File: src/rtl/mhpq_ram.sv
// generic synchronous ram, one write port and two registered read ports
// no dependencies
module mhpq_ram #(
    parameter int AW = 7,
    parameter int DW = 32
) (
    input  logic          i_clk,
    input  logic          i_we,
    input  logic [AW-1:0] i_waddr,
    input  logic [DW-1:0] i_wdata,
    input  logic [AW-1:0] i_raddr_a,
    input  logic [AW-1:0] i_raddr_b,
    output logic [DW-1:0] o_rdata_a,
    output logic [DW-1:0] o_rdata_b
);

    logic [DW-1:0] mem [2**AW];

    always_ff @(posedge i_clk) begin
        if (i_we) begin
            mem[i_waddr] <= i_wdata;
        end
        o_rdata_a <= mem[i_raddr_a];
        o_rdata_b <= mem[i_raddr_b];
    end

endmodule

File: config.mk
export PLATFORM = sky130hd
export DESIGN_NAME = mhpq_ram
export DESIGN_NICKNAME = d
export VERILOG_FILES = /design/src/rtl/mhpq_ram.sv
export SDC_FILE = /design/constraint.sdc
export NUM_CORES = 2
export LEC_CHECK = 0
export BUFFER_PORTS_ARGS = -buffer_cell sky130_fd_sc_hd__buf_2
export CAP_MARGIN = 20
export CORE_ASPECT_RATIO = 1.25
export CORE_MARGIN = 8
export CORE_UTILIZATION = 58
export DETAILED_ROUTE_END_ITERATION = 7
export GPL_ROUTABILITY_DRIVEN = 0
export PLACE_DENSITY = 0.77
export SLEW_MARGIN = 20
export SYNTH_ARGS = -nofsm -noshare
export SYNTH_HDL_FRONTEND = slang
export SYNTH_SLANG_ARGS = --single-unit
File: constraint.sdc
create_clock -name i_clk -period 3.8 [get_ports i_clk]
set_input_delay 0.76 -clock i_clk [delete_from_list [all_inputs] [get_ports i_clk]]
set_output_delay 0.76 -clock i_clk [all_outputs]
set_load 0.1 [all_outputs]
After elaboration in Yosys (flattened, before gate mapping):

Memory sizes are Yosys's and may differ from the RTL's. A register that Yosys moved wholly into a read port is not among the register bits.
Cells that the tools add are included.

* logic and storage cells: 3
* RAM bits: 4096
* flip-flop bits (word level): 0
* memories kept: 1

Memory list
* mem: depth 128, width 32, read ports 2, clocked after memory_dff 2, wr ports 1, RTL line 17 `logic [DW-1:0] mem [2**AW];`

* mux-type cells: 2

Operator list (number)
* $mux W1: 2

Logic depth before layout (Yosys ltp):

* depth after elaboration: 2
* mapped depth: 8
* gate-level depth less buffers: 4

Worst setup path before layout:

Ideal clock, no wire load.

* path kind: in2reg
* from: input i_we
* to: memory mem[98][0] (enable)
* required time: 3339 ps
* library setup time: 461 ps
* data arrival time: 3538 ps
* stages: 3
* slack: -199 ps
* cell sequence: clkbuf_1 > nand4_1 > nor3_1

* longest elaborated chain between the ends: 2

Ends and longest elaborated chain
* from (decl): RTL line 8 `input logic i_we,`
* $mux W1: RTL line 20 `if (i_we) begin`
* $mux W1 (not written as such): RTL line 21 `mem[i_waddr] <= i_wdata;`
* to (decl): RTL line 17

Every way passes these cells.

Worst setup path in the final report:

* from: register o_rdata_a[30] (read register of mem)
* to: output o_rdata_a[30]

RTL lines
* from (decl): RTL line 13 `output logic [DW-1:0] o_rdata_a,`

No word-level cell between the ends.

==> impl_metrics.csv <==
group,metric,value,unit
outcome,status,"completed",
critical_path,worst_setup_path_start_kind,"flop",
timing,min_period,3.25,ns
clock_tree,path_clk_slew,0.07,ns
floorplanning,row_count,234,
cells_and_area,final_nets,8335,
timing,finalClockSkew,0.0433,ns
power_and_ir_drop,p_leak,66.3,nW
placement,hpwl,355000,um
timing,hold_viol,0,
power_and_ir_drop,power,100,mW
yosys,ys_warn_count,0,
route,wl_per_cell,47.4,um
worst_hold_path,min_path_type,"primary input to flop",
clock_tree,cts-root-buf,"clkbuf_16",
timing,tightest_slew,1.28,ns
global_routing,grt.total_usage,35.3,%
yosys,synth_top_family_by_area,"multiplexers",
global_routing,overflow,0,
floorplanning,ioPinCount,119,
yosys,synth_compound_area_share,0,%
route,postRouteAntennaNets,0,
clock_tree,cts_repair_resize_count,0,
cells_and_area,fin_util,66.3,%
route,drt_pass1_iterations,8,
critical_path,slowest_stage,"dfxtp_1",
yosys,ys_ff_latch,4160,
flow_run,max_cap_violations,0,
yosys,synthXorXnorAreaFrac,0,%
cells_and_area,syn2layout_area_growth,13.9,%
critical_path,r2r_slack,1.15,ns
power_and_ir_drop,peakVddDrop,0.000388,V
global_routing,antenna_found_initial,63,
cells_and_area,final_common_cell,"edfxtp_1",
timing,post-route-period-util,85.6,%
global_routing,grt_max_degree,129,
yosys,synth_fa_ha_area_share,0,%
yosys,syn-mean-instance-area,24.5,um2
clock_tree,cts_tree,"done",
floorplanning,die_w,526,um
yosys,synthSimpleGateAreaFrac,0.369,%
critical_path,critPathKind,"flop to output pin",
yosys,syn_nets,7756,
clock_tree,cts.sinks,4160,
critical_path,reg2reg_depth,4,
yosys,synth_area,189000,um2
timing,fmaxAchievable,0.307,GHz
critical_path,worstPathCellList,"buf_2",
yosys,seq_area_frac_synth,65.8,%
timing,setup_viol_count_final,0,
worst_hold_path,hold-path-endpoint,"mem[40][2]",
floorplanning,die-area,344000,um2
yosys,ys_types,17,
floorplanning,core,324000,um2
yosys,netlist_instances,7701,
critical_path,worstReg2RegStart,"mem[76][5]",
route,vias_per_cell,7.94,
clock_tree,ctsHoldBuffers,0,
route,drt-initial-drc-count,16254,
clock_tree,cts_setup_buffers,0,
placement,port_buffers,118,
global_routing,grt_pass1_vias,105547,
timing,rsz0062_at_grt,"false",
critical_path,crit_buf_inv,1,
route,vias,102426,
critical_path,critical_path.reg2reg.endpoint,"o_rdata_b[5]",
clock_tree,clk_latency,0.95,ns
floorplanning,fp.dieH,654,um
yosys,synth_mux_area_share,32.5,%
cells_and_area,final_cell_mix,"edfxtp_1 (4096), mux4_2 (2688), buf_4 (427)",
timing,slew_viol_final,0,
global_routing,grt_pass1_wl,840000,um
worst_hold_path,hold_depth,1,
power_and_ir_drop,p_per_area,467,nW/um2
critical_path,crit_path_max_incr_delay,0.96,ns
route,wirelength,611000,um
clock_tree,htreeDepth,5,
worst_hold_path,hold_start,"i_wdata[2]",
cells_and_area,drive_gt1_share,49.5,%
clock_tree,clk_path_buf_depth,4,
critical_path,cp.arrival,2.49,ns
critical_path,endpoint_kind,"output pin",
clock_tree,numCtsBuffers,390,
route,drc,0,
floorplanning,start_util,58.2,%
timing,relSlewSlack,14.8,%
cells_and_area,fill_cells,19138,
critical_path,cpLargestDelayFamily,"flip-flops",
critical_path,crit_fanout,1,
critical_path,critPathRequiredTime,3.04,ns
[Yosys cell counts (all sizes together)]
library cell	n	area share (%)
nand2	14	0.028
edfxtp	4096	65
nor3	9	0.024
nand2b	2	0.0066
nand4	3	0.0099
nand3	12	0.032
mux2	64	0.38
or3	1	0.0033
clkbuf	365	0.73
nor2b	7	0.023
mux4	2688	32
buf	254	0.62
dfxtp	64	0.68
nor2	122	0.24
[registers in the layout (all words and copies together) (netlist names)]
signal,cells
o_rdata_b,32
mem,4096
o_rdata_a,32
[power by group]
part	total, mW	leakage [nW]	internal (mW)	switching [mW]
clock	40.1	6.25	22.6	17.5
combinational	9.28	22.7	3.95	5.33
sequential	51.1	37.4	50.7	0.414
total	100	66.3	77.2	23.2
[how the worst max path moves through the flow]
stage / slack [ns] / startpoint / endpoint / cells after the start
5_1_grt: 0.51 / o_rdata_a[30] / o_rdata_a[30] / 1
3_5_place_dp: -0.08 / i_raddr_a[0] / o_rdata_a[25] / 8
6_report: 0.55 / o_rdata_a[30] / o_rdata_a[30] / 1
3_3_place_gp: -0.06 / i_raddr_a[0] / o_rdata_a[25] / 8
4_1_cts: 0.57 / o_rdata_a[30] / o_rdata_a[30] / 1
2_1_floorplan: -0.20 / i_we / mem[98][0] / 3
[logic make-up (layout without fill, tap and decap cells)]
| logic type | Yosys count | in the layout |
|---|---|---|
| buffers and inverters | 619 | 1514 |
| flip-flops | 4160 | 4160 |
| multiplexers | 2752 | 2752 |
| other | 0 | 49 |
| AND/OR/NAND/NOR | 170 | 170 |
[cell type report]
| class | instances | area, um2 | share of cell area [%] |
|---|---|---|---|
| antenna | 49 | 123 | 0.0570 |
| clock inverter | 236 | 2470 | 1.15 |
| sequential | 4160 | 124000 | 57.8 |
| clock buffer | 472 | 10300 | 4.81 |
| multi-input combinational | 2922 | 62900 | 29.3 |
| tap | 4248 | 5320 | 2.47 |
| timing repair buffer | 806 | 9590 | 4.46 |
[per-layer routing]
metal	global-route usage (%)	share of wire (%)	routed length [um]	vias to the layer above
li1	-	-	-	36570
met1	41.5	29	177000	53966
met2	56.2	48	291000	9344
met3	10.5	14	85100	2512
met4	25.6	9.4	57300	34
met5	0	0.036	222	-
[per-stage QoR]
stage / TNS, ns / cells / setup WS, ns / instance area (um2) / hold WS (ns)
after global routing: 0 / 12876 / 0.513 / 215000 / 0.228
after global placement: -0.275 / 12133 / -0.0621 / 202000 / 1.13
after CTS: 0 / 12841 / 0.569 / 215000 / 0.289
after detailed placement: -0.386 / 12133 / -0.0809 / 202000 / 1.14
after floorplan: -17.91 / 7701 / -0.199 / 189000 / 0.859
final: 0 / 12893 / 0.546 / 215000 / 0.248
Power figures use the tool's default switching activity.
