File: src/rtl/mhpq_pkg.sv
// shared constants, types and status codes of the max-heap priority queue
// no dependencies
package mhpq_pkg;

    localparam int DEPTH      = 128;
    localparam int IDX_W      = $clog2(DEPTH);
    localparam int CNT_W      = $clog2(DEPTH + 1);
    localparam int CH_W       = IDX_W + 2;
    localparam int CODE_W     = 16;
    localparam int PRIO_W     = 16;
    localparam int ENT_W      = CODE_W + PRIO_W;
    localparam int MAXE_W     = 8;
    localparam int MAXE_RESET = 128;
    localparam int STAT_W     = 2;
    localparam int APB_AW     = 3;
    localparam int APB_DW     = 32;

    localparam logic OP_INSERT  = 1'b0;
    localparam logic OP_EXTRACT = 1'b1;

    localparam logic REG_MAX_ENTRIES = 1'b0;

    typedef enum logic [STAT_W-1:0] {
        ST_OK    = 2'd0,
        ST_FULL  = 2'd1,
        ST_EMPTY = 2'd2
    } t_status;

    typedef struct packed {
        logic [PRIO_W-1:0] prio;
        logic [CODE_W-1:0] code;
    } t_entry;

    typedef struct packed {
        logic             we;
        logic [IDX_W-1:0] waddr;
        t_entry           wdata;
        logic [IDX_W-1:0] raddr_a;
        logic [IDX_W-1:0] raddr_b;
    } t_mem_req;

endpackage

File: src/rtl/mhpq_cfg.sv
// apb configuration register: capacity limit
// depends on mhpq_pkg
module mhpq_cfg (
    input  logic                         i_clk,
    input  logic                         i_rst_n,
    input  logic                         psel,
    input  logic                         penable,
    input  logic                         pwrite,
    input  logic [mhpq_pkg::APB_AW-1:0]  paddr,
    input  logic [mhpq_pkg::APB_DW-1:0]  pwdata,
    output logic [mhpq_pkg::APB_DW-1:0]  prdata,
    output logic                         pready,
    output logic [mhpq_pkg::MAXE_W-1:0]  o_max_entries
);
    import mhpq_pkg::*;

    logic              sel_max;
    logic [MAXE_W-1:0] r_max_entries;

    assign pready  = 1'b1;
    assign sel_max = (paddr[APB_AW-1] == REG_MAX_ENTRIES);

    always_ff @(posedge i_clk) begin
        if (!i_rst_n) begin
            r_max_entries <= MAXE_W'(MAXE_RESET);
        end else if (psel && penable && pwrite && pready && sel_max) begin
            r_max_entries <= pwdata[MAXE_W-1:0];
        end
    end

    assign prdata        = sel_max ? APB_DW'(r_max_entries) : '0;
    assign o_max_entries = r_max_entries;

endmodule

File: config.mk
export PLATFORM = sky130hd
export DESIGN_NAME = mhpq_cfg
export DESIGN_NICKNAME = d
export VERILOG_FILES = /design/src/rtl/mhpq_pkg.sv /design/src/rtl/mhpq_cfg.sv
export SDC_FILE = /design/constraint.sdc
export NUM_CORES = 1
export LEC_CHECK = 0
export BUFFER_PORTS_ARGS = -buffer_cell sky130_fd_sc_hd__buf_4
export CAP_MARGIN = 20
export CORE_MARGIN = 2
export CORE_UTILIZATION = 31
export CTS_BUF_LIST = sky130_fd_sc_hd__clkbuf_8
export DETAILED_ROUTE_END_ITERATION = 6
export GPL_TIMING_DRIVEN = 0
export PLACE_DENSITY_LB_ADDON = 0.2
export SLEW_MARGIN = 20
export SYNTH_ARGS = -nofsm -noshare
export SYNTH_HDL_FRONTEND = slang
export SYNTH_SLANG_ARGS = --single-unit
File: constraint.sdc
create_clock -name i_clk -period 0.9 [get_ports i_clk]
set_input_delay 0.225 -clock i_clk [delete_from_list [all_inputs] [get_ports i_clk]]
set_output_delay 0.225 -clock i_clk [all_outputs]
set_load 0.02 [all_outputs]
# Word level (Yosys, flattened, before mapping)
# Cells that the tools add are included.
[totals]
in_bits = 40
ff_bits = 8
elab_cells = 6
[op_classes]
muxes = 1
bitwise_logic = 1
reduce_logical = 3
[ops]
columns = ["op", "count"]
rows = [
  ["8-bit 2-to-1 mux", 1],
  ["1-bit logical AND", 3],
  ["1-bit inverter", 1],
]

# Longest topological paths before layout
[depth]
ltp_word = 3
ltp_mapped = 3

# Worst setup path after synthesis
# No wires, ideal clock.
[synth_path]
kind = "register -> output"
start = "reg r_max_entries[7] (netlist: o_max_entries[7])"
end = "out prdata[7] in the netlist's numbering"
arrival_ns = 0.666
t_required_ns = 0.675
path_slack_ns = 0.009
stages_incl_launch_ff = 2
cell_sequence = "dfxtp_1 and2b_2"
[synth_via]
elab_chain_len = 1
[synth_rtl]
columns = ["element", "line", "rtl"]
rows = [
  ["from (decl)", "mhpq_cfg.sv:18", "logic [MAXE_W-1:0] r_max_entries;"],
  ["from (signal assigned)", "mhpq_cfg.sv:25", "r_max_entries <= MAXE_W'(MAXE_RESET);"],
  ["from (signal assigned)", "mhpq_cfg.sv:27", "r_max_entries <= pwdata[MAXE_W-1:0];"],
  ["8-bit 2-to-1 mux", "mhpq_cfg.sv:31", "assign prdata = sel_max ? APB_DW'(r_max_entries) : '0;"],
  ["to (decl)", "mhpq_cfg.sv:11", "output logic [mhpq_pkg::APB_DW-1:0] prdata,"],
]
# No other way between the ends.

# Final worst setup path
[layout_path]
start = "reg r_max_entries[4] (netlist: o_max_entries[4])"
end = "out prdata[4] in the netlist's numbering"
# The elaborated chain is that of the path after synthesis.

==> flow_summary.toml <==
[setup_path]
path_max_fanout = 2
regToRegEndpoint = "o_max_entries[7]$_SDFFE_PN1P_"
end_kind = "output pin"
critPathLaunchType = "register"
r2r_slack_ns = 0.06
cp.required_ns = 0.67
path_class = "register to output pin"
reg2regPathDepth = 4
r2r_start = "o_max_entries[7]$_SDFFE_PN1P_"
arrival_ns = 0.86

[global_routing]
grt_pass1_vias = 473
grt_first_pass_wirelength_mm = 1.932
grt_antenna_before_repair = 0
grt_use_total = 0.1288
grt_max_degree = 11
grt_overflow_total = 0

[run_status]
failed_checks = "setup timing"
status = "finished with violations"

[yosys]
netlist_area_um2 = 595.6
avgSynthCellArea_um2 = 8.508
synth.area.mux_share = 0.1345
synth-simple-area-share = 0.2437
syn_inst = 70
synth_cell_type_count = 10
synthAdderAreaFrac = 0
synth_xor_area_frac = 0
synth_seq_cells = 8
synth-seq-area-share = 0.2689
synth_compound_area_frac = 0
yosys_warnings = 0
synth_top_family_by_area = "buffers and inverters"

[detailed_routing]
dr.pass1.iters = 3
routed_via_density = 3.583
wirelength_mm = 1.454
vias = 584
drt_iter0_drc = 4
wl_per_cell_um = 8.920
ant_nets = 0
route.detailed.drc = 0

[timing]
rsz0062_at_grt = "yes"
clock.fmax_ghz = 0.9204
finalSetupTns_ns = -2.184
hold_violations = 0
setup_ws_ns = -0.1865
setup_viol = 16
fin_crit_ns = 1.087
timing.final.crit_share = 1.207
slew_violations = 0
finClkSkew_ns = 0

[power]
vdd_drop_max_mv = 0.7756
p_leak_nw = 0.6454
p_total_mw = 1.148
powerDensity_mw_per_mm2 = 980.3

[placement]
port_buffers = 29
placed_cell_area_um2 = 930.9
hpwl_mm = 1.024
gp_congestion = 0.5541
pre_cts_ws_ns = -0.1690

[worst_hold_path]
min_to = "o_max_entries[0]$_SDFFE_PN0P_"
whs_path_depth = 3
hold_path_startpoint = "pwdata[0]"
min_path_type = "input port to register"

[die]
start_util = 0.3376
num_rows = 15
dieArea_mm2 = 0.002288
core_mm2 = 0.001764
ios = 81
die_w_um = 47.83
die_h_um = 47.83

[final_layout]
n_fill_cell = 167
area_growth_pct = 96.64
multi_input_area_um2 = 319.1
drive_above_1_share = 0.6377
final_common_cell = "buf_4"
largest_reg_flops = 8
fin_area_mm2 = 0.001171
fin_nets = 180
final_cell_mix = "buf_4, buf_6, conb_1"
antenna_cells = 0
seq_area_um2 = 170.2

[clock_tree]
cts-root-buf = "clkbuf_8"
cts_buffers = 3
clock_latency_ns = 0.23
htreeDepth = 1
cts.hold.buffers_added = 0
clk_path_buf_depth = 2
tritoncts = "built"
clock_sinks = 8
clk_pin_slew_ns = 0.04

[job]
drv_cap = 0
[timing repair]
| item | 4_1_cts | 5_1_grt |
|---|---|---|
| pin swaps | 0 | 0 |
| gates resized for setup | 25 | 9 |
| setup buffers | 8 | 5 |
| setup endpoints to repair | 16 | 19 |
[metal layers]
metal	GRT usage	wire [um]	vias to the layer above
li1	-	-	304
met1	0.1321	497	245
met2	0.2267	788	32
met3	0.06038	156	3
met4	0.04865	11	0
met5	0	0	-
[cell type report]
type                    instances  area share
repair buffers                 42      0.3462
multi-input cells              58      0.2724
plain buffers                  27      0.1741
flip-flops and latches          8      0.1453
clock buffers                   3     0.03526
well taps                      25     0.02671
[cell families after synthesis]
group | Yosys count
flip-flops | 8
buffers and inverters | 27
other | 2
AND/OR/NAND/NOR | 25
multiplexers | 8
[critical path, stage by stage, from the launching register on]
cell	delay, ns
dfxtp_2	0.32
and2b_2	0.19
buf_6	0.13
[stage by stage]
step           std cells  hold slack [ns]    util
2_1_floorplan         93           0.3672       -
5_1_grt              163           0.2401  0.6638
6_report             163           0.2425  0.6638
3_3_place_gp         147           0.4567  0.5277
4_1_cts              158           0.2390  0.6270
3_5_place_dp         147           0.4684  0.5277
[cells in the mapped netlist]
cell type | n | share of area
buf_4 | 25 | 0.32
clkbuf_1 | 1 | 0.0063
and2b_2 | 8 | 0.12
nor2b_1 | 2 | 0.021
mux2i_1 | 8 | 0.13
dfxtp_1 | 8 | 0.27
buf_6 | 1 | 0.019
nand2_1 | 14 | 0.088
conb_1 | 2 | 0.013
and4b_1 | 1 | 0.017
[how the worst max path moves through the flow]
stage	to	depth (start not counted)	start
final	prdata[4]	2	o_max_entries[4]$_SDFFE_PN0P_
after CTS	prdata[4]	2	o_max_entries[4]$_SDFFE_PN0P_
after global placement	o_max_entries[2]$_SDFFE_PN0P_	4	paddr[2]
after detailed placement	o_max_entries[7]$_SDFFE_PN1P_	4	paddr[2]
after global routing	prdata[4]	2	o_max_entries[4]$_SDFFE_PN0P_
after floorplan	prdata[7]	1	o_max_entries[7]$_SDFFE_PN1P_
[power by group]
part / switching, mW / leakage [nW] / internal [mW] / total, mW
Sequential: 0.00480 / 0.0677 / 0.366 / 0.370
Clock: 0.138 / 0.0216 / 0.289 / 0.428
Combinational: 0.173 / 0.556 / 0.177 / 0.350
Total: 0.316 / 0.645 / 0.832 / 1.15
Note: power is estimated with default switching activity, not from simulation.
