===== src/rtl/mhpq_pkg.sv =====
// shared constants, types and status codes of the max-heap priority queue
// no dependencies
package mhpq_pkg;

    localparam int DEPTH      = 128;
    localparam int IDX_W      = $clog2(DEPTH);
    localparam int CNT_W      = $clog2(DEPTH + 1);
    localparam int CH_W       = IDX_W + 2;
    localparam int CODE_W     = 16;
    localparam int PRIO_W     = 16;
    localparam int ENT_W      = CODE_W + PRIO_W;
    localparam int MAXE_W     = 8;
    localparam int MAXE_RESET = 128;
    localparam int STAT_W     = 2;
    localparam int APB_AW     = 3;
    localparam int APB_DW     = 32;

    localparam logic OP_INSERT  = 1'b0;
    localparam logic OP_EXTRACT = 1'b1;

    localparam logic REG_MAX_ENTRIES = 1'b0;

    typedef enum logic [STAT_W-1:0] {
        ST_OK    = 2'd0,
        ST_FULL  = 2'd1,
        ST_EMPTY = 2'd2
    } t_status;

    typedef struct packed {
        logic [PRIO_W-1:0] prio;
        logic [CODE_W-1:0] code;
    } t_entry;

    typedef struct packed {
        logic             we;
        logic [IDX_W-1:0] waddr;
        t_entry           wdata;
        logic [IDX_W-1:0] raddr_a;
        logic [IDX_W-1:0] raddr_b;
    } t_mem_req;

endpackage


===== src/rtl/mhpq_ctrl.sv =====
// heap sequencer: insert with sift up, extract with sift down, result register
// depends on mhpq_pkg; drives the heap ram through a t_mem_req struct
module mhpq_ctrl (
    input  logic                          i_clk,
    input  logic                          i_rst_n,
    input  logic [mhpq_pkg::MAXE_W-1:0]   i_max_entries,
    input  logic                          i_in_valid,
    output logic                          o_in_ready,
    input  logic                          i_op,
    input  logic [mhpq_pkg::CODE_W-1:0]   i_code,
    input  logic [mhpq_pkg::PRIO_W-1:0]   i_prio,
    output logic                          o_out_valid,
    input  logic                          i_out_ready,
    output mhpq_pkg::t_status             o_status,
    output logic [mhpq_pkg::CODE_W-1:0]   o_code,
    output logic [mhpq_pkg::PRIO_W-1:0]   o_prio,
    output logic [mhpq_pkg::CNT_W-1:0]    o_fill,
    output mhpq_pkg::t_mem_req            o_mem,
    input  mhpq_pkg::t_entry              i_rd_a,
    input  mhpq_pkg::t_entry              i_rd_b
);
    import mhpq_pkg::*;

    localparam int CMP_W = (CNT_W > MAXE_W) ? CNT_W : MAXE_W;

    typedef enum logic [6:0] {
        S_IDLE   = 7'b0000001,
        S_UP_RD  = 7'b0000010,
        S_UP_CMP = 7'b0000100,
        S_EX_RD  = 7'b0001000,
        S_DN_RD  = 7'b0010000,
        S_DN_CMP = 7'b0100000,
        S_OUT    = 7'b1000000
    } t_state;

    t_state            r_state, n_state;
    logic [CNT_W-1:0]  r_cnt, n_cnt;
    logic [IDX_W-1:0]  r_idx, n_idx;
    t_entry            r_ent, n_ent;
    t_status           r_res_status, n_res_status;
    t_entry            r_res, n_res;
    logic              r_ovld, n_ovld;
    t_status           r_o_status, n_o_status;
    t_entry            r_o_ent, n_o_ent;
    logic [CNT_W-1:0]  r_o_fill, n_o_fill;

    logic [CMP_W-1:0]  max_ext, cap, cnt_ext;
    logic              can_insert;
    logic [IDX_W-1:0]  parent;
    logic [CH_W-1:0]   lch, rch, cnt_ch;
    logic              rch_ok, take_r;
    t_entry            child;
    logic [IDX_W-1:0]  child_idx;
    logic              out_free;

    assign max_ext    = CMP_W'(i_max_entries);
    assign cap        = (max_ext < CMP_W'(DEPTH)) ? max_ext : CMP_W'(DEPTH);
    assign cnt_ext    = CMP_W'(r_cnt);
    assign can_insert = cnt_ext < cap;

    assign parent     = (r_idx - IDX_W'(1)) >> 1;
    assign lch        = {1'b0, r_idx, 1'b1};
    assign rch        = lch + CH_W'(1);
    assign cnt_ch     = CH_W'(r_cnt);
    assign rch_ok     = rch < cnt_ch;
    assign take_r     = rch_ok && (i_rd_b.prio > i_rd_a.prio);
    assign child      = take_r ? i_rd_b : i_rd_a;
    assign child_idx  = take_r ? rch[IDX_W-1:0] : lch[IDX_W-1:0];
    assign out_free   = !r_ovld || i_out_ready;

    assign o_in_ready  = (r_state == S_IDLE);
    assign o_out_valid = r_ovld;
    assign o_status    = r_o_status;
    assign o_code      = r_o_ent.code;
    assign o_prio      = r_o_ent.prio;
    assign o_fill      = r_o_fill;

    always_comb begin
        n_state      = r_state;
        n_cnt        = r_cnt;
        n_idx        = r_idx;
        n_ent        = r_ent;
        n_res_status = r_res_status;
        n_res        = r_res;
        n_ovld       = r_ovld && !i_out_ready;
        n_o_status   = r_o_status;
        n_o_ent      = r_o_ent;
        n_o_fill     = r_o_fill;
        o_mem        = '0;

        unique case (r_state)
            S_IDLE: begin
                if (i_in_valid) begin
                    n_res_status = ST_OK;
                    n_res        = '0;
                    n_state      = S_OUT;
                    if (i_op == OP_INSERT) begin
                        if (can_insert) begin
                            n_ent   = '{prio: i_prio, code: i_code};
                            n_idx   = r_cnt[IDX_W-1:0];
                            n_cnt   = r_cnt + CNT_W'(1);
                            n_state = S_UP_RD;
                        end else begin
                            n_res_status = ST_FULL;
                        end
                    end else begin
                        if (r_cnt != '0) begin
                            o_mem.raddr_a = '0;
                            o_mem.raddr_b = IDX_W'(r_cnt - CNT_W'(1));
                            n_cnt         = r_cnt - CNT_W'(1);
                            n_state       = S_EX_RD;
                        end else begin
                            n_res_status = ST_EMPTY;
                        end
                    end
                end
            end
            S_UP_RD: begin
                if (r_idx == '0) begin
                    o_mem.we    = 1'b1;
                    o_mem.waddr = r_idx;
                    o_mem.wdata = r_ent;
                    n_state     = S_OUT;
                end else begin
                    o_mem.raddr_a = parent;
                    n_state       = S_UP_CMP;
                end
            end
            S_UP_CMP: begin
                o_mem.we    = 1'b1;
                o_mem.waddr = r_idx;
                if (r_ent.prio > i_rd_a.prio) begin
                    o_mem.wdata = i_rd_a;
                    n_idx       = parent;
                    n_state     = S_UP_RD;
                end else begin
                    o_mem.wdata = r_ent;
                    n_state     = S_OUT;
                end
            end
            S_EX_RD: begin
                n_res   = i_rd_a;
                n_ent   = i_rd_b;
                n_idx   = '0;
                n_state = S_DN_RD;
            end
            S_DN_RD: begin
                if (lch >= cnt_ch) begin
                    o_mem.we    = 1'b1;
                    o_mem.waddr = r_idx;
                    o_mem.wdata = r_ent;
                    n_state     = S_OUT;
                end else begin
                    o_mem.raddr_a = lch[IDX_W-1:0];
                    o_mem.raddr_b = rch[IDX_W-1:0];
                    n_state       = S_DN_CMP;
                end
            end
            S_DN_CMP: begin
                o_mem.we    = 1'b1;
                o_mem.waddr = r_idx;
                if (r_ent.prio < child.prio) begin
                    o_mem.wdata = child;
                    n_idx       = child_idx;
                    n_state     = S_DN_RD;
                end else begin
                    o_mem.wdata = r_ent;
                    n_state     = S_OUT;
                end
            end
            S_OUT: begin
                if (out_free) begin
                    n_ovld     = 1'b1;
                    n_o_status = r_res_status;
                    n_o_ent    = r_res;
                    n_o_fill   = r_cnt;
                    n_state    = S_IDLE;
                end
            end
            default: begin
                n_state = S_IDLE;
            end
        endcase
    end

    always_ff @(posedge i_clk) begin
        if (!i_rst_n) begin
            r_state <= S_IDLE;
            r_cnt   <= '0;
            r_ovld  <= 1'b0;
        end else begin
            r_state <= n_state;
            r_cnt   <= n_cnt;
            r_ovld  <= n_ovld;
        end
    end

    always_ff @(posedge i_clk) begin
        r_idx        <= n_idx;
        r_ent        <= n_ent;
        r_res_status <= n_res_status;
        r_res        <= n_res;
        r_o_status   <= n_o_status;
        r_o_ent      <= n_o_ent;
        r_o_fill     <= n_o_fill;
    end

endmodule


===== config.mk =====
export PLATFORM = sky130hd
export DESIGN_NAME = mhpq_ctrl
export DESIGN_NICKNAME = d
export VERILOG_FILES = /design/src/rtl/mhpq_pkg.sv /design/src/rtl/mhpq_ctrl.sv
export SDC_FILE = /design/constraint.sdc
export NUM_CORES = 1
export LEC_CHECK = 0
export ABC_AREA = 1
export BUFFER_PORTS_ARGS = -buffer_cell sky130_fd_sc_hd__buf_2
export CORE_ASPECT_RATIO = 1.4
export CORE_MARGIN = 2
export CORE_UTILIZATION = 55
export DETAILED_ROUTE_END_ITERATION = 16
export HOLD_SLACK_MARGIN = 0.02
export PLACE_DENSITY = 0.82
export SETUP_SLACK_MARGIN = 0.02
export SYNTH_ARGS = -nofsm -noshare
export SYNTH_HDL_FRONTEND = slang
export SYNTH_SLANG_ARGS = --single-unit

===== constraint.sdc =====
create_clock -name i_clk -period 6.9 [get_ports i_clk]
set_input_delay 1.38 -clock i_clk [delete_from_list [all_inputs] [get_ports i_clk]]
set_output_delay 1.38 -clock i_clk [all_outputs]
set_load 0.02 [all_outputs]

Yosys cells after proc, flatten, opt, wreduce, memory -nomap -nowiden

Cells that the tools add are included.

Register bits: 131
Input port bits: 109
Output and inout bits: 98
Word-level logic and storage cells: 100

Add/subtract/negate cells: 4
Magnitude comparators: 7
Eq/ne operators: 14
Mux-type cells: 45
Reduce and logical (&&, ||, !) cells: 17

Operators with widths:

| kind                  | count |
|---|---|
| $mux W32              | 7 |
| $pmux W40 S4          | 1 |
| $pmux W32 S2          | 2 |
| $mux W7               | 18 |
| $mux W40              | 2 |
| $pmux W7 S7           | 1 |
| $gt A16 B16 Y1        | 2 |
| $mux W8               | 4 |
| $pmux W7 S4           | 1 |
| $pmux W7 S3           | 1 |
| $lt A16 B16 Y1        | 1 |
| $mux W14              | 1 |
| $pmux W7 S2           | 1 |
| $ne A2 B2 Y1 const B  | 5 |
| $add A8 B1 Y9 const B | 1 |
| $lt A9 B8 Y1          | 1 |
| $add A8 B1 Y8 const B | 1 |
| $ge A8 B8 Y1          | 1 |
| $lt A8 B8 Y1          | 1 |
| $lt A8 B8 Y1 const B  | 1 |
| $reduce_and A2 Y1     | 4 |
| $reduce_and A4 Y1     | 2 |
| $reduce_bool A8 Y1    | 1 |
| $sub A8 B1 Y8 const B | 1 |
| other kinds (19)      | 26 |

Logic depth before layout (Yosys ltp)

Gate-level depths: netlist of run 1.

Word-level depth: 7
Mapped depth: 31
Gate-level depth less buffers: 29

Worst setup path before layout of run 1

No wires, ideal clock.

Path type: input port to output port
Start point: input i_rd_a[23] (netlist bit)
End point: output o_mem[29] (netlist bit)
Arrival time: 4.436 ns
Data required time: 5.520 ns
Path slack: 1.084 ns
Stages on the path: 23
Path buffers: 3
Path through: inv_1 -> ha_1 -> a21o_1 -> nor2_1 -> nand2_1 -> nand2_1 -> nand2_1 -> nand3_2 -> clkbuf_1 -> buf_1 -> nand2_1 -> o21ai_0 -> inv_1 -> ha_1 -> a21oi_1 -> nor2_1 -> a211oi_1 -> o221a_2 -> nand2_2 -> nor2_4 -> buf_4 -> nand2_1 -> o211ai_1

RTL lines:

| element            | line            | source |
|---|---|---|
| start: declaration | mhpq_ctrl.sv:19 | `input mhpq_pkg::t_entry i_rd_a,` |
| end: declaration   | mhpq_ctrl.sv:18 | `output mhpq_pkg::t_mem_req o_mem,` |

==> metrics.md, run 1 <==
| Metric | Value |
|---|---|
| Asr flop ratio synth | 0 |
| Synth top area cells | edfxtp_1, ha_1, nand2_1, inv_1, o21ai_0 |
| Worst-path clk slew | about 70 ps |
| Max layer used | met5 |
| Synth area leader | edfxtp_1 |
| TritonCTS Buffers | 17 |
| Metal3 WL | 1.69 mm |
| Critical Path RT | between 5000 and 6000 ps |
| Setup crit start kind | flop |
| Ports | roughly 210 |
| Met2 Wirelength | between 10 and 15 mm |
| Post-synthesis adder-cell area fraction | 0.109 |
| Cell with the most instances after synthesis | nand2_1 |
| Hold WC Path Type | reg -> reg |
| Post-Synthesis Cell Area | about 8400 sq um |
| Synth cell types | slightly above 40 |
| Detailed Place HPWL | 17.3 mm |
| RSZ-0062 raised after global routing | no |
| Final Setup Violations | 0 |
| Mux contribution to synthesized area | 0 |
| Row count | 53 |
| Syn Inst Count | 963 |
| Die Ht | approximately 150 um |
| WP depth | 24 |
| Yosys warnings | 0 |
| Layout fillers | roughly 1300 |
| CTS max path bufs | 2 |
| Cell mode on critical path | nand2_1 |
| Setup CP Type | reg -> out |
| Die X-Extent | 108 um |
| Wire length per cell | 16.7 um |
| Hold depth | 0 |
| Pwr Density | 356 nW/um^2 |
| Synth Net Count | 1145 |
| Final ANT Viol Nets | 0 |
| Critical Path AT | 5050 ps |
| Synth Area in Compound Gates | 0.153 |
| CORE AREA | 15000 sq um |
| Pwr Total | 3640 uW |
| Hold Vio Cnt, Final | 0 |
| Layout cell share with drive strength beyond 1 | 0.270 |
| Die Area | 16300 sq um |
| DRC | 0 |
| GRT overflow | 0 |
| Fin nets | 1352 |
| Total track usage | 0.292 |
| Worst setup margin | 465 ps |
| Slowest stage delay, CP | 480 ps |
| First-pass DRT Iterations | 5 |
| Post-synth EDFFs | 115 |
| Element type at the critical path end | output pin |
| Buf/Inv on CP | 5 |
| Slew Limit Fails | 0 |
| Simple-gate share of the synthesized area | 0.191 |
| DRT met1 WL | 8.58 mm |
| Syn-to-layout area delta | 21.7% |
| Worst path cell trace | inv_2, ha_1, ha_1, a21oi_1, nand2_1, nand2_1, nand2_1, nand2_1, nand2_1, nand2_1, nand3_4, buf_4, o21ai_0, inv_1, ha_1, nand4_1, o221a_2, nand2_2, nand2_2, nand2_8, buf_4, nand2_2, o211ai_2, buf_2 |
| Post-Route WL | 22.9 mm |
| Commonest cells in the netlist | nand2_1, inv_1, edfxtp_1, o21ai_0, ha_1 |
| Final min period | 6430 ps |
| Largest net degree at the start of global routing | 59 |
| Worst vdd ir | 0.000209 V |
| Avg Vias per Cell | 5.45 |
| Outcome | completed |
| Setup Skew | 8.82 ps |
| DRT iter0 DRCs | 543 |
| Critical path fanouts, max | 40 |
| # hold bufs at CTS | 0 |
| Max-Cap Viols | 0 |
| Achievable Freq | ~160 MHz |
| Mean Syn Cell Area | 8.71 sq um |
| CTS tree | yes |
| Delay-heaviest family, CP | simple AND/OR/NAND/NOR gates |
| Max-slew headroom | 0.332 |
| Register bit total from synthesis | 131 |
| Register area share after synthesis | 0.450 |
| Primary FF master, synth | edfxtp_1 |
| Clk Tree Root Cell | clkbuf_16 |
| Slowest CP cell | edfxtp_1 |
| H-tree lvl count | 4 |
| Worst-margin pin slew | 992 ps |
| Vias | approximately 7500 |
| Setup TNS | 0 ps |
| First-pass GRT wire length | 36.2 mm |
| Tcrit/Tclk final | 0.933 |
| Largest family of logic cells by synthesized area | simple AND/OR/NAND/NOR gates |
| Synth top area share | 0.412 |
| LEAKAGE | 0.00499 uW |
| PortBufs | 206 |
| Clk Latency, worst-skew pair | between 400 and 500 ps |
| Initial antenna violation count | 2 |
| DP Worst Slack | 222 ps |
| CTS Sinks | 131 |
| Initial core utilization | 0.560 |
| XOR/XNOR Fraction of Synth Area | 0.0125 |
| Vias in the first global route | 7499 |
| R2R cell count | 23 |
| Placer congestion estimate | around 1 |
layout by cell type, fill, tap and decap left out, types with 4 or more instances in the layout:
cell / count
o22ai_1: 10
buf_2: 206
xor2_1: 10
a21oi_1: 47
inv_1: 141
dfxtp_1: 16
buf_4: 15
o21ai_0: 87
inv_6: 4
ha_1: 73
nand4_1: 10
clkinv_4: 4
clkbuf_16: 17
edfxtp_1: 115
o211ai_2: 26
nand2_1: 206
nor3_1: 15
nand2_2: 28
o211ai_1: 12
nor2_1: 71
nand3_1: 26
flip-flops by register name, indices dropped and copies added (netlist names), 7 cells and up:
| signal | count |
|---|---|
| r_res | 32 |
| r_ent | 32 |
| o_fill | 8 |
| r_idx | 7 |
| o_prio | 16 |
| o_code | 16 |
| r_state | 7 |
| cnt_ext | 8 |
where the power goes:
| part | internal [uW] | switching, uW | leakage [uW] |
|---|---|---|---|
| clock network | 507 | 383 | 0.000286 |
| logic | 474 | 996 | 0.00349 |
| registers | 1130 | 144 | 0.00121 |
| total | 2110 | 1520 | 0.00499 |
what timing repair did:
action | 4_1_cts | 5_1_grt
setup endpoints to repair | 0 | 32
resized for setup | 0 | 3
buffers inserted | 0 | 1
cell type report:
| class | instances | area [sq um] | area share |
|---|---|---|---|
| multi-input combinational | 653 | 3930 | 0.385 |
| sequential | 131 | 3770 | 0.370 |
| timing repair buffer | 221 | 1140 | 0.112 |
| inverter | 146 | 548 | 0.0537 |
| clock buffer | 17 | 425 | 0.0417 |
| tap | 192 | 240 | 0.0235 |
| clock inverter | 15 | 148 | 0.0145 |
| antenna | 1 | 2.50 | 0.000245 |
logic make-up (layout without fill, tap and decap cells):
kind of cell | Yosys count | in the layout
adders and majority gates | 73 | 73
AOI/OAI and AO/OA | 199 | 199
and+or+nand+nor | 369 | 369
DFF | 131 | 131
buffers and inverters | 179 | 399
xor gates and xnor gates | 12 | 12
other | 0 | 1
stage by stage:
stage / instances / hold WS, ps / instance area (sq um) / util
floorplan: 963 / 400 / 8390 / -
global placement: 1342 / 401 / 9610 / 0.641
detailed placement: 1342 / 405 / 9610 / 0.641
CTS: 1374 / 419 / 10200 / 0.679
global route: 1376 / 421 / 10200 / 0.681
finish: 1376 / 417 / 10200 / 0.681
worst paths after layout:
kind / from / endpoint / slack [ps]
hold reg to reg: r_res[25]$_SDFFCE_PN0P_ / o_prio[9]$_DFFE_PP_ / 420
setup reg to reg: r_idx[0]$_DFFE_PP_ / r_idx[4]$_DFFE_PP_ / 2250
hold / removal: r_res[25]$_SDFFCE_PN0P_ / o_prio[9]$_DFFE_PP_ / 420
setup / recovery: r_idx[0]$_DFFE_PP_ / o_mem[36] / 470
layer usage:
metal	GRT usage	vias to the layer above
met5	0	-
met4	0.152	2
met3	0.0649	76
met2	0.511	341
met1	0.329	3394
li1	-	3691
(Power assumes the default switching activity.)
==> run 2, diff against run 1 <==
--- a/config.mk
+++ b/config.mk
@@ -7,12 +7,14 @@
 export LEC_CHECK = 0
 export ABC_AREA = 1
 export BUFFER_PORTS_ARGS = -buffer_cell sky130_fd_sc_hd__buf_2
+export CELL_PAD_IN_SITES_DETAIL_PLACEMENT = 1
+export CELL_PAD_IN_SITES_GLOBAL_PLACEMENT = 2
 export CORE_ASPECT_RATIO = 1.4
 export CORE_MARGIN = 2
-export CORE_UTILIZATION = 55
+export CORE_UTILIZATION = 32
 export DETAILED_ROUTE_END_ITERATION = 16
 export HOLD_SLACK_MARGIN = 0.02
-export PLACE_DENSITY = 0.82
+export PLACE_DENSITY_LB_ADDON = 0.1
 export SETUP_SLACK_MARGIN = 0.02
 export SYNTH_ARGS = -nofsm -noshare
 export SYNTH_HDL_FRONTEND = slang
==> run 2 against run 1 <==
  * Combinational power increased by 3%
  * Clock skew increased by 2.9 ps
  * Fmax decreased by 0.82%
  * Total power about the same
==> metrics.md, run 2 (synthesis gave the netlist of run 1 again) <==
| Metric | Value |
|---|---|
| Outcome | completed (unchanged) |
| Non-Filler Instances | 1513 (was 1376) |
| Max-Cap Viols | 0 (unchanged) |
| Most frequent cells in the layout | buf_2, nand2_1, inv_1, edfxtp_1, o21ai_0 (was nand2_1, buf_2, inv_1, edfxtp_1, o21ai_0) |
| Worst-path clk slew | 60 ps (was 70 ps) |
| Setup CP Type | in -> out (was reg -> out) |
| Placer congestion estimate | 0.800 (was 0.977) |
| Worst-margin pin slew | 1050 ps (was 992 ps) |
| Largest net degree at the start of global routing | 85 (was 59) |
| Fin nets | 1354 (was 1352) |
| TritonCTS Buffers | 17 (unchanged) |
| DRT iter0 DRCs | 266 (was 543) |
| Achievable Freq | 154 MHz (was 155 MHz) |
| Slowest CP cell | a21oi_1 (was edfxtp_1) |
| Post-route cell area | 10400 sq um (was 10200 sq um) |
| Metal3 WL | 901 um (was 1.69 mm) |
| Setup TNS | 0 ps (unchanged) |
| Die X-Extent | 141 um (was 108 um) |
| Slowest stage delay, CP | 310 ps (was 480 ps) |
| Met2 Wirelength | 15.7 mm (was 11.7 mm) |
| Layout fillers | 3167 (was 1265) |
| Setup crit start kind | primary input (was flop) |
| Vias in the first global route | 7675 (was 7499) |
| Final Setup Violations | 0 (unchanged) |
| Fin util | 0.399 (was 0.681) |
| Post-DP Area | 9810 sq um (was 9610 sq um) |
| Vias | 7467 (was 7504) |
| Detailed Place HPWL | 22.0 mm (was 17.3 mm) |
| Post-Route WL | 28.5 mm (was 22.9 mm) |
| H-tree lvl count | 4 (unchanged) |
| CTS max path bufs | 2 (unchanged) |
| LEAKAGE | 0.00497 uW (was 0.00499 uW) |
| Worst vdd ir | 0.000198 V (was 0.000209 V) |
| # hold bufs at CTS | 0 (unchanged) |
| Worst path cell trace | buf_2, inv_1, ha_1, a21oi_1, a21oi_1, nor2_1, nand2_1, nand3_2, buf_4, nand2_1, o21ai_1, inv_1, ha_1, a21oi_1, nor2_1, a211oi_1, o221a_2, nand2_2, nand2_2, nand2_4, buf_12, nand2_2, o211ai_2, buf_2 (was inv_2, ha_1, ha_1, a21oi_1, nand2_1, nand2_1, nand2_1, nand2_1, nand2_1, nand2_1, nand3_4, buf_4, o21ai_0, inv_1, ha_1, nand4_1, o221a_2, nand2_2, nand2_2, nand2_8, buf_4, nand2_2, o211ai_2, buf_2) |
| First-pass GRT wire length | 43.1 mm (was 36.2 mm) |
| Hold WC Path Type | reg -> reg (unchanged) |
| Pwr Density | 351 nW/um^2 (was 356 nW/um^2) |
| Layout cell share with drive strength beyond 1 | 0.272 (was 0.270) |
| First-pass DRT Iterations | 4 (was 5) |
| Regs by FF count | r_ent (32), r_res (32) (unchanged) |
| Element type at the critical path end | output pin (unchanged) |
| Row count | 70 (was 53) |
| Hold Vio Cnt, Final | 0 (unchanged) |
| Total track usage | 0.208 (was 0.292) |
| CTS Sinks | 131 (unchanged) |
| Critical Path RT | 5520 ps (about the same) |
| Die Ht | 196 um (was 150 um) |
| GRT overflow | 0 (unchanged) |
| Slew Limit Fails | 0 (unchanged) |
| Final min period | 6490 ps (was 6430 ps) |
| Setup Skew | 11.7 ps (was 8.82 ps) |
| Max-slew headroom | 0.295 (was 0.332) |
| PortBufs | 206 (unchanged) |
| CTS tree | yes (unchanged) |
| Syn-to-layout area delta | 23.5% (was 21.7%) |
| RSZ-0062 raised after global routing | no (unchanged) |
| Initial core utilization | 0.324 (was 0.560) |
| DRC | 0 (unchanged) |
| Ports | 207 (unchanged) |
| DP Cell Count | 1477 (was 1342) |
| CORE AREA | 25900 sq um (was 15000 sq um) |
| Commonest non-fill, non-tap cell in the layout | buf_2 |
| Initial antenna violation count | 5 (was 2) |
| Tcrit/Tclk final | 0.940 (was 0.933) |
| Final ANT Viol Nets | 0 (unchanged) |
| Clk Tree Root Cell | clkbuf_16 (unchanged) |
| Hold slack final | 418 ps (was 417 ps) |
| Wire length per cell | 18.8 um (was 16.7 um) |
| Critical path fanouts, max | 29 (was 40) |
| Clk Latency, worst-skew pair | 430 ps (about the same) |
| Die Area | 27500 sq um (was 16300 sq um) |
| Max layer used | met4 (was met5) |
| Critical Path AT | 5110 ps (was 5050 ps) |
| Avg Vias per Cell | 4.94 (was 5.45) |
| DRT met1 WL | 11.1 mm (was 8.58 mm) |
## run 2: layer usage
layer | GRT usage | vias to the layer above
met4 | 0.0793 | 0
met5 | 0 | -
met3 | 0.0316 | 40
met2 | 0.395 | 174
met1 | 0.231 | 3568
li1 | - | 3685
## run 2: power breakdown
part | total (uW) | internal [uW] | leakage (uW) | switching [uW]
Combinational | 1510 | 481 | 0.00350 | 1030
Clock | 845 | 463 | 0.000255 | 382
Sequential | 1280 | 1140 | 0.00121 | 142
Total | 3640 | 2080 | 0.00497 | 1560
## run 2: layout make-up
class                           count  area (sq um)  share of cell area
Clock buffer                       18           429              0.0414
Inverter                          146           548              0.0529
Sequential cell                   131          3770               0.364
Timing Repair Buffer              223          1170               0.113
Antenna cell                        5          12.5             0.00121
Clock inverter                     13           105              0.0101
Multi-Input combinational cell    653          3910               0.378
Tap cell                          324           405              0.0391
## run 2: stage by stage
stage                     power (uW)  setup slack, ps
after global placement          2800              424
after CTS                       3690              285
after global routing            3930             57.8
final                           3640              412
after detailed placement        2830              375
after floorplan                 2270             1080
## run 2: worst max-delay path: cells and delay by family
kind	cells	cell delay (ps)
compound gates	7	1220
fa+ha+maj	2	570
buf+inv	6	1070
simple gates	9	850
## run 2: final timing paths
kind	slack [ps]	end	depth (start not counted)	from
min	420	o_code[14]$_DFFE_PP_	0	r_res[14]$_SDFFCE_PN0P_
min reg2reg	420	o_code[14]$_DFFE_PP_	0	r_res[14]$_SDFFCE_PN0P_
max	410	o_mem[27]	24	i_rd_a[27]
max reg2reg	2280	r_idx[1]$_DFFE_PP_	23	r_idx[0]$_DFFE_PP_
## run 2: what timing repair did
action                     4_1_cts  5_1_grt
buffers inserted                 0        0
resized for setup                0        2
setup endpoints to repair        0       23
hold endpoints to repair         0        0
==> run 3, diff against run 2 <==
--- a/config.mk
+++ b/config.mk
@@ -16,6 +16,7 @@
 export HOLD_SLACK_MARGIN = 0.02
 export PLACE_DENSITY_LB_ADDON = 0.1
 export SETUP_SLACK_MARGIN = 0.02
+export SLEW_MARGIN = 20
 export SYNTH_ARGS = -nofsm -noshare
 export SYNTH_HDL_FRONTEND = slang
 export SYNTH_SLANG_ARGS = --single-unit
==> constraint.sdc (replaced) <==
create_clock -name i_clk -period 7.2 [get_ports i_clk]
set_input_delay 1.44 -clock i_clk [delete_from_list [all_inputs] [get_ports i_clk]]
set_output_delay 1.44 -clock i_clk [all_outputs]
set_load 0.02 [all_outputs]
==> run 3 against run 2 <==
  * First-iteration DRC count fell by 1.9%
  * Sequential cell count did not move
  * Via count shrank 0.20%
  * Total power decreased by 1.5%
  * Non-clock buffer count up 2
  * Register-to-register slack got worse by 80 ps
  * Global-route usage rose by 0.37 points
  * Critical path type is now reg -> out
  * Largest power group unchanged
==> metrics.md, run 3 (synthesis gave the netlist of run 1 again) <==
| Metric | Value |
|---|---|
| PortBufs | 206 (unchanged) |
| Layout fillers | 3124 (was 3167) |
| Initial core utilization | 0.324 (unchanged) |
| Die Ht | 196 um (unchanged) |
| Initial antenna violation count | 1 (was 5) |
| Worst-path clk slew | 60 ps (about the same) |
| Critical path fanouts, max | 32 (was 29) |
| Slowest stage delay, CP | 510 ps (was 310 ps) |
| Max-Cap Viols | 0 (unchanged) |
| Vias in the first global route | 7886 (was 7675) |
| CTS tree | yes (unchanged) |
| Element type at the critical path end | output pin (unchanged) |
| Setup TNS | 0 ps (unchanged) |
| Tcrit/Tclk final | 0.936 |
| Most frequent cells in the layout | buf_2, nand2_1, inv_1, edfxtp_1, o21ai_0 (unchanged) |
| Register area | 3770 sq um (unchanged) |
| Outcome | completed (unchanged) |
| R2R cell count | 23 (unchanged) |
| Reg2reg setup slack | 2200 ps (was 2280 ps) |
| CTS Sinks | 131 (unchanged) |
| Achievable Freq | 148 MHz |
| Slew Limit Fails | 0 (unchanged) |
| Reg2reg end | r_idx[4]$_DFFE_PP_ (was r_idx[1]$_DFFE_PP_) |
| Slowest CP cell | edfxtp_1 (was a21oi_1) |
| Clk Latency, worst-skew pair | 430 ps (about the same) |
| Final Setup Violations | 0 (unchanged) |
| Syn-to-layout area delta | 24.4% (was 23.5%) |
| Hold depth | 0 (unchanged) |
| Avg Vias per Cell | 4.93 (was 4.94) |
| Ports | 207 (unchanged) |
| Final min period | around 6700 ps |
| Cell mode on critical path | nand2_1 |
| Regs by FF count | r_ent (32), r_res (32) (unchanged) |
| Setup Skew | 12.3 ps (was 11.7 ps) |
| Placer congestion estimate | 0.816 (was 0.800) |
| Setup CP Type | reg -> out (was in -> out) |
| Hold WC Path Type | reg -> reg (unchanged) |
| Worst vdd ir | 0.000176 V (was 0.000198 V) |
| GRT overflow | 0 (unchanged) |
| Wire length per cell | 18.9 um (was 18.8 um) |
| First-pass GRT wire length | 44.0 mm (was 43.1 mm) |
| Critical Path RT | 5760 ps (was 5520 ps) |
| DRT iter0 DRCs | 261 (was 266) |
| Total track usage | 0.212 (was 0.208) |
| RR Startpoint | r_idx[0]$_DFFE_PP_ (unchanged) |
| Critical Path AT | 5300 ps (was 5110 ps) |
| Largest net degree at the start of global routing | 75 (was 85) |
| Multi-input logic area | 3930 sq um (was 3910 sq um) |
| Hold Vio Cnt, Final | 0 (unchanged) |
| CTS max path bufs | 2 (unchanged) |
| Pwr Density | 343 nW/um^2 (was 351 nW/um^2) |
| Detailed Place HPWL | 22.0 mm (about the same) |
| Vias | 7452 (was 7467) |
| Pwr Total | 3580 uW (was 3640 uW) |
| Setup crit start kind | flop (was primary input) |
| Clk Tree Root Cell | clkbuf_16 (unchanged) |
| Final ANT Viol Nets | 0 (unchanged) |
| Commonest non-fill, non-tap cell in the layout | buf_2 (unchanged) |
| RSZ-0062 raised after global routing | no (unchanged) |
| Max-slew headroom | 0.294 (was 0.295) |
| Critical hold path startpoint | r_res[13]$_SDFFCE_PN0P_ (was r_res[14]$_SDFFCE_PN0P_) |
| Layout cell share with drive strength beyond 1 | 0.273 (was 0.272) |
| WHS Endpoint | o_code[13]$_DFFE_PP_ (was o_code[14]$_DFFE_PP_) |
| Worst-margin pin slew | 1050 ps (about the same) |
| CORE AREA | 25900 sq um (unchanged) |
| Fin nets | 1356 (was 1354) |
| Post-Route WL | 28.6 mm (was 28.5 mm) |
| TritonCTS Buffers | 17 (unchanged) |
| Die Area | 27500 sq um (unchanged) |
| Row count | 70 (unchanged) |
| Die X-Extent | 141 um (unchanged) |
| First-pass DRT Iterations | 4 (unchanged) |
| H-tree lvl count | 4 (unchanged) |
| DRC | 0 (unchanged) |
| LEAKAGE | 0.00500 uW (was 0.00497 uW) |
run 3: worst max path at each step:
| stage | end | slack (ps) | start |
|---|---|---|---|
| 2_1_floorplan | o_mem[29] | 1260 | i_rd_a[23] |
| 3_3_place_gp | o_mem[30] | 240 | i_rd_a[17] |
| 3_5_place_dp | o_mem[30] | 180 | i_rd_a[17] |
| 4_1_cts | o_mem[30] | 70 | r_idx[0]$_DFFE_PP_ |
| 5_1_grt | o_mem[30] | 30 | r_idx[0]$_DFFE_PP_ |
| 6_report | o_mem[30] | 460 | r_idx[0]$_DFFE_PP_ |
run 3: final cells by class:
cell class                 count  area share
antenna                        1    0.000240
clock buffer                  19      0.0415
clock inverter                13      0.0143
inverter                     146      0.0529
multi-input combinational    653       0.376
sequential                   131       0.362
tap                          324      0.0389
timing repair buffer         225       0.114
run 3: critical path, delay by kind of cell (launching register included):
family,cells,cell delay (ps)
DFF,1,510
adders and majority gates,3,970
and+or+nand+nor,12,1430
buffers and inverters,4,770
AOI/OAI and AO/OA,6,1170
run 3: routing by layer:
metal  global-route usage  part of all wire  vias to the layer above
li1                     -                 -                     3687
met5                    0                 0                        -
met2                0.415              0.56                      152
met1                0.231              0.39                     3580
met4               0.0641             0.017                        0
met3               0.0319             0.027                       33
run 3: repair_timing:
action,4_1_cts,5_1_grt
resized for setup,0,4
setup endpoints to repair,0,32
hold buffers,0,0
setup buffers,0,4
run 3: power breakdown:
group | switching, uW | internal, uW | total [uW] | leakage (uW)
sequential | 138 | 1090 | 1230 | 0.00121
clock | 360 | 515 | 874 | 0.000275
combinational | 999 | 484 | 1480 | 0.00351
run 3: metrics by stage:
| step | hold slack, ps | cells | instance area [sq um] | worst slack (ps) | utilization |
|---|---|---|---|---|---|
| global placement | 402 | 1475 | 9790 | 243 | 0.378 |
| floorplan | 400 | 963 | 8390 | 1260 | - |
| CTS | 420 | 1507 | 10400 | 65.6 | 0.400 |
| detailed placement | 406 | 1475 | 9790 | 185 | 0.378 |
| global route | 423 | 1512 | 10400 | 26.0 | 0.402 |
| finish | 419 | 1512 | 10400 | 462 | 0.402 |
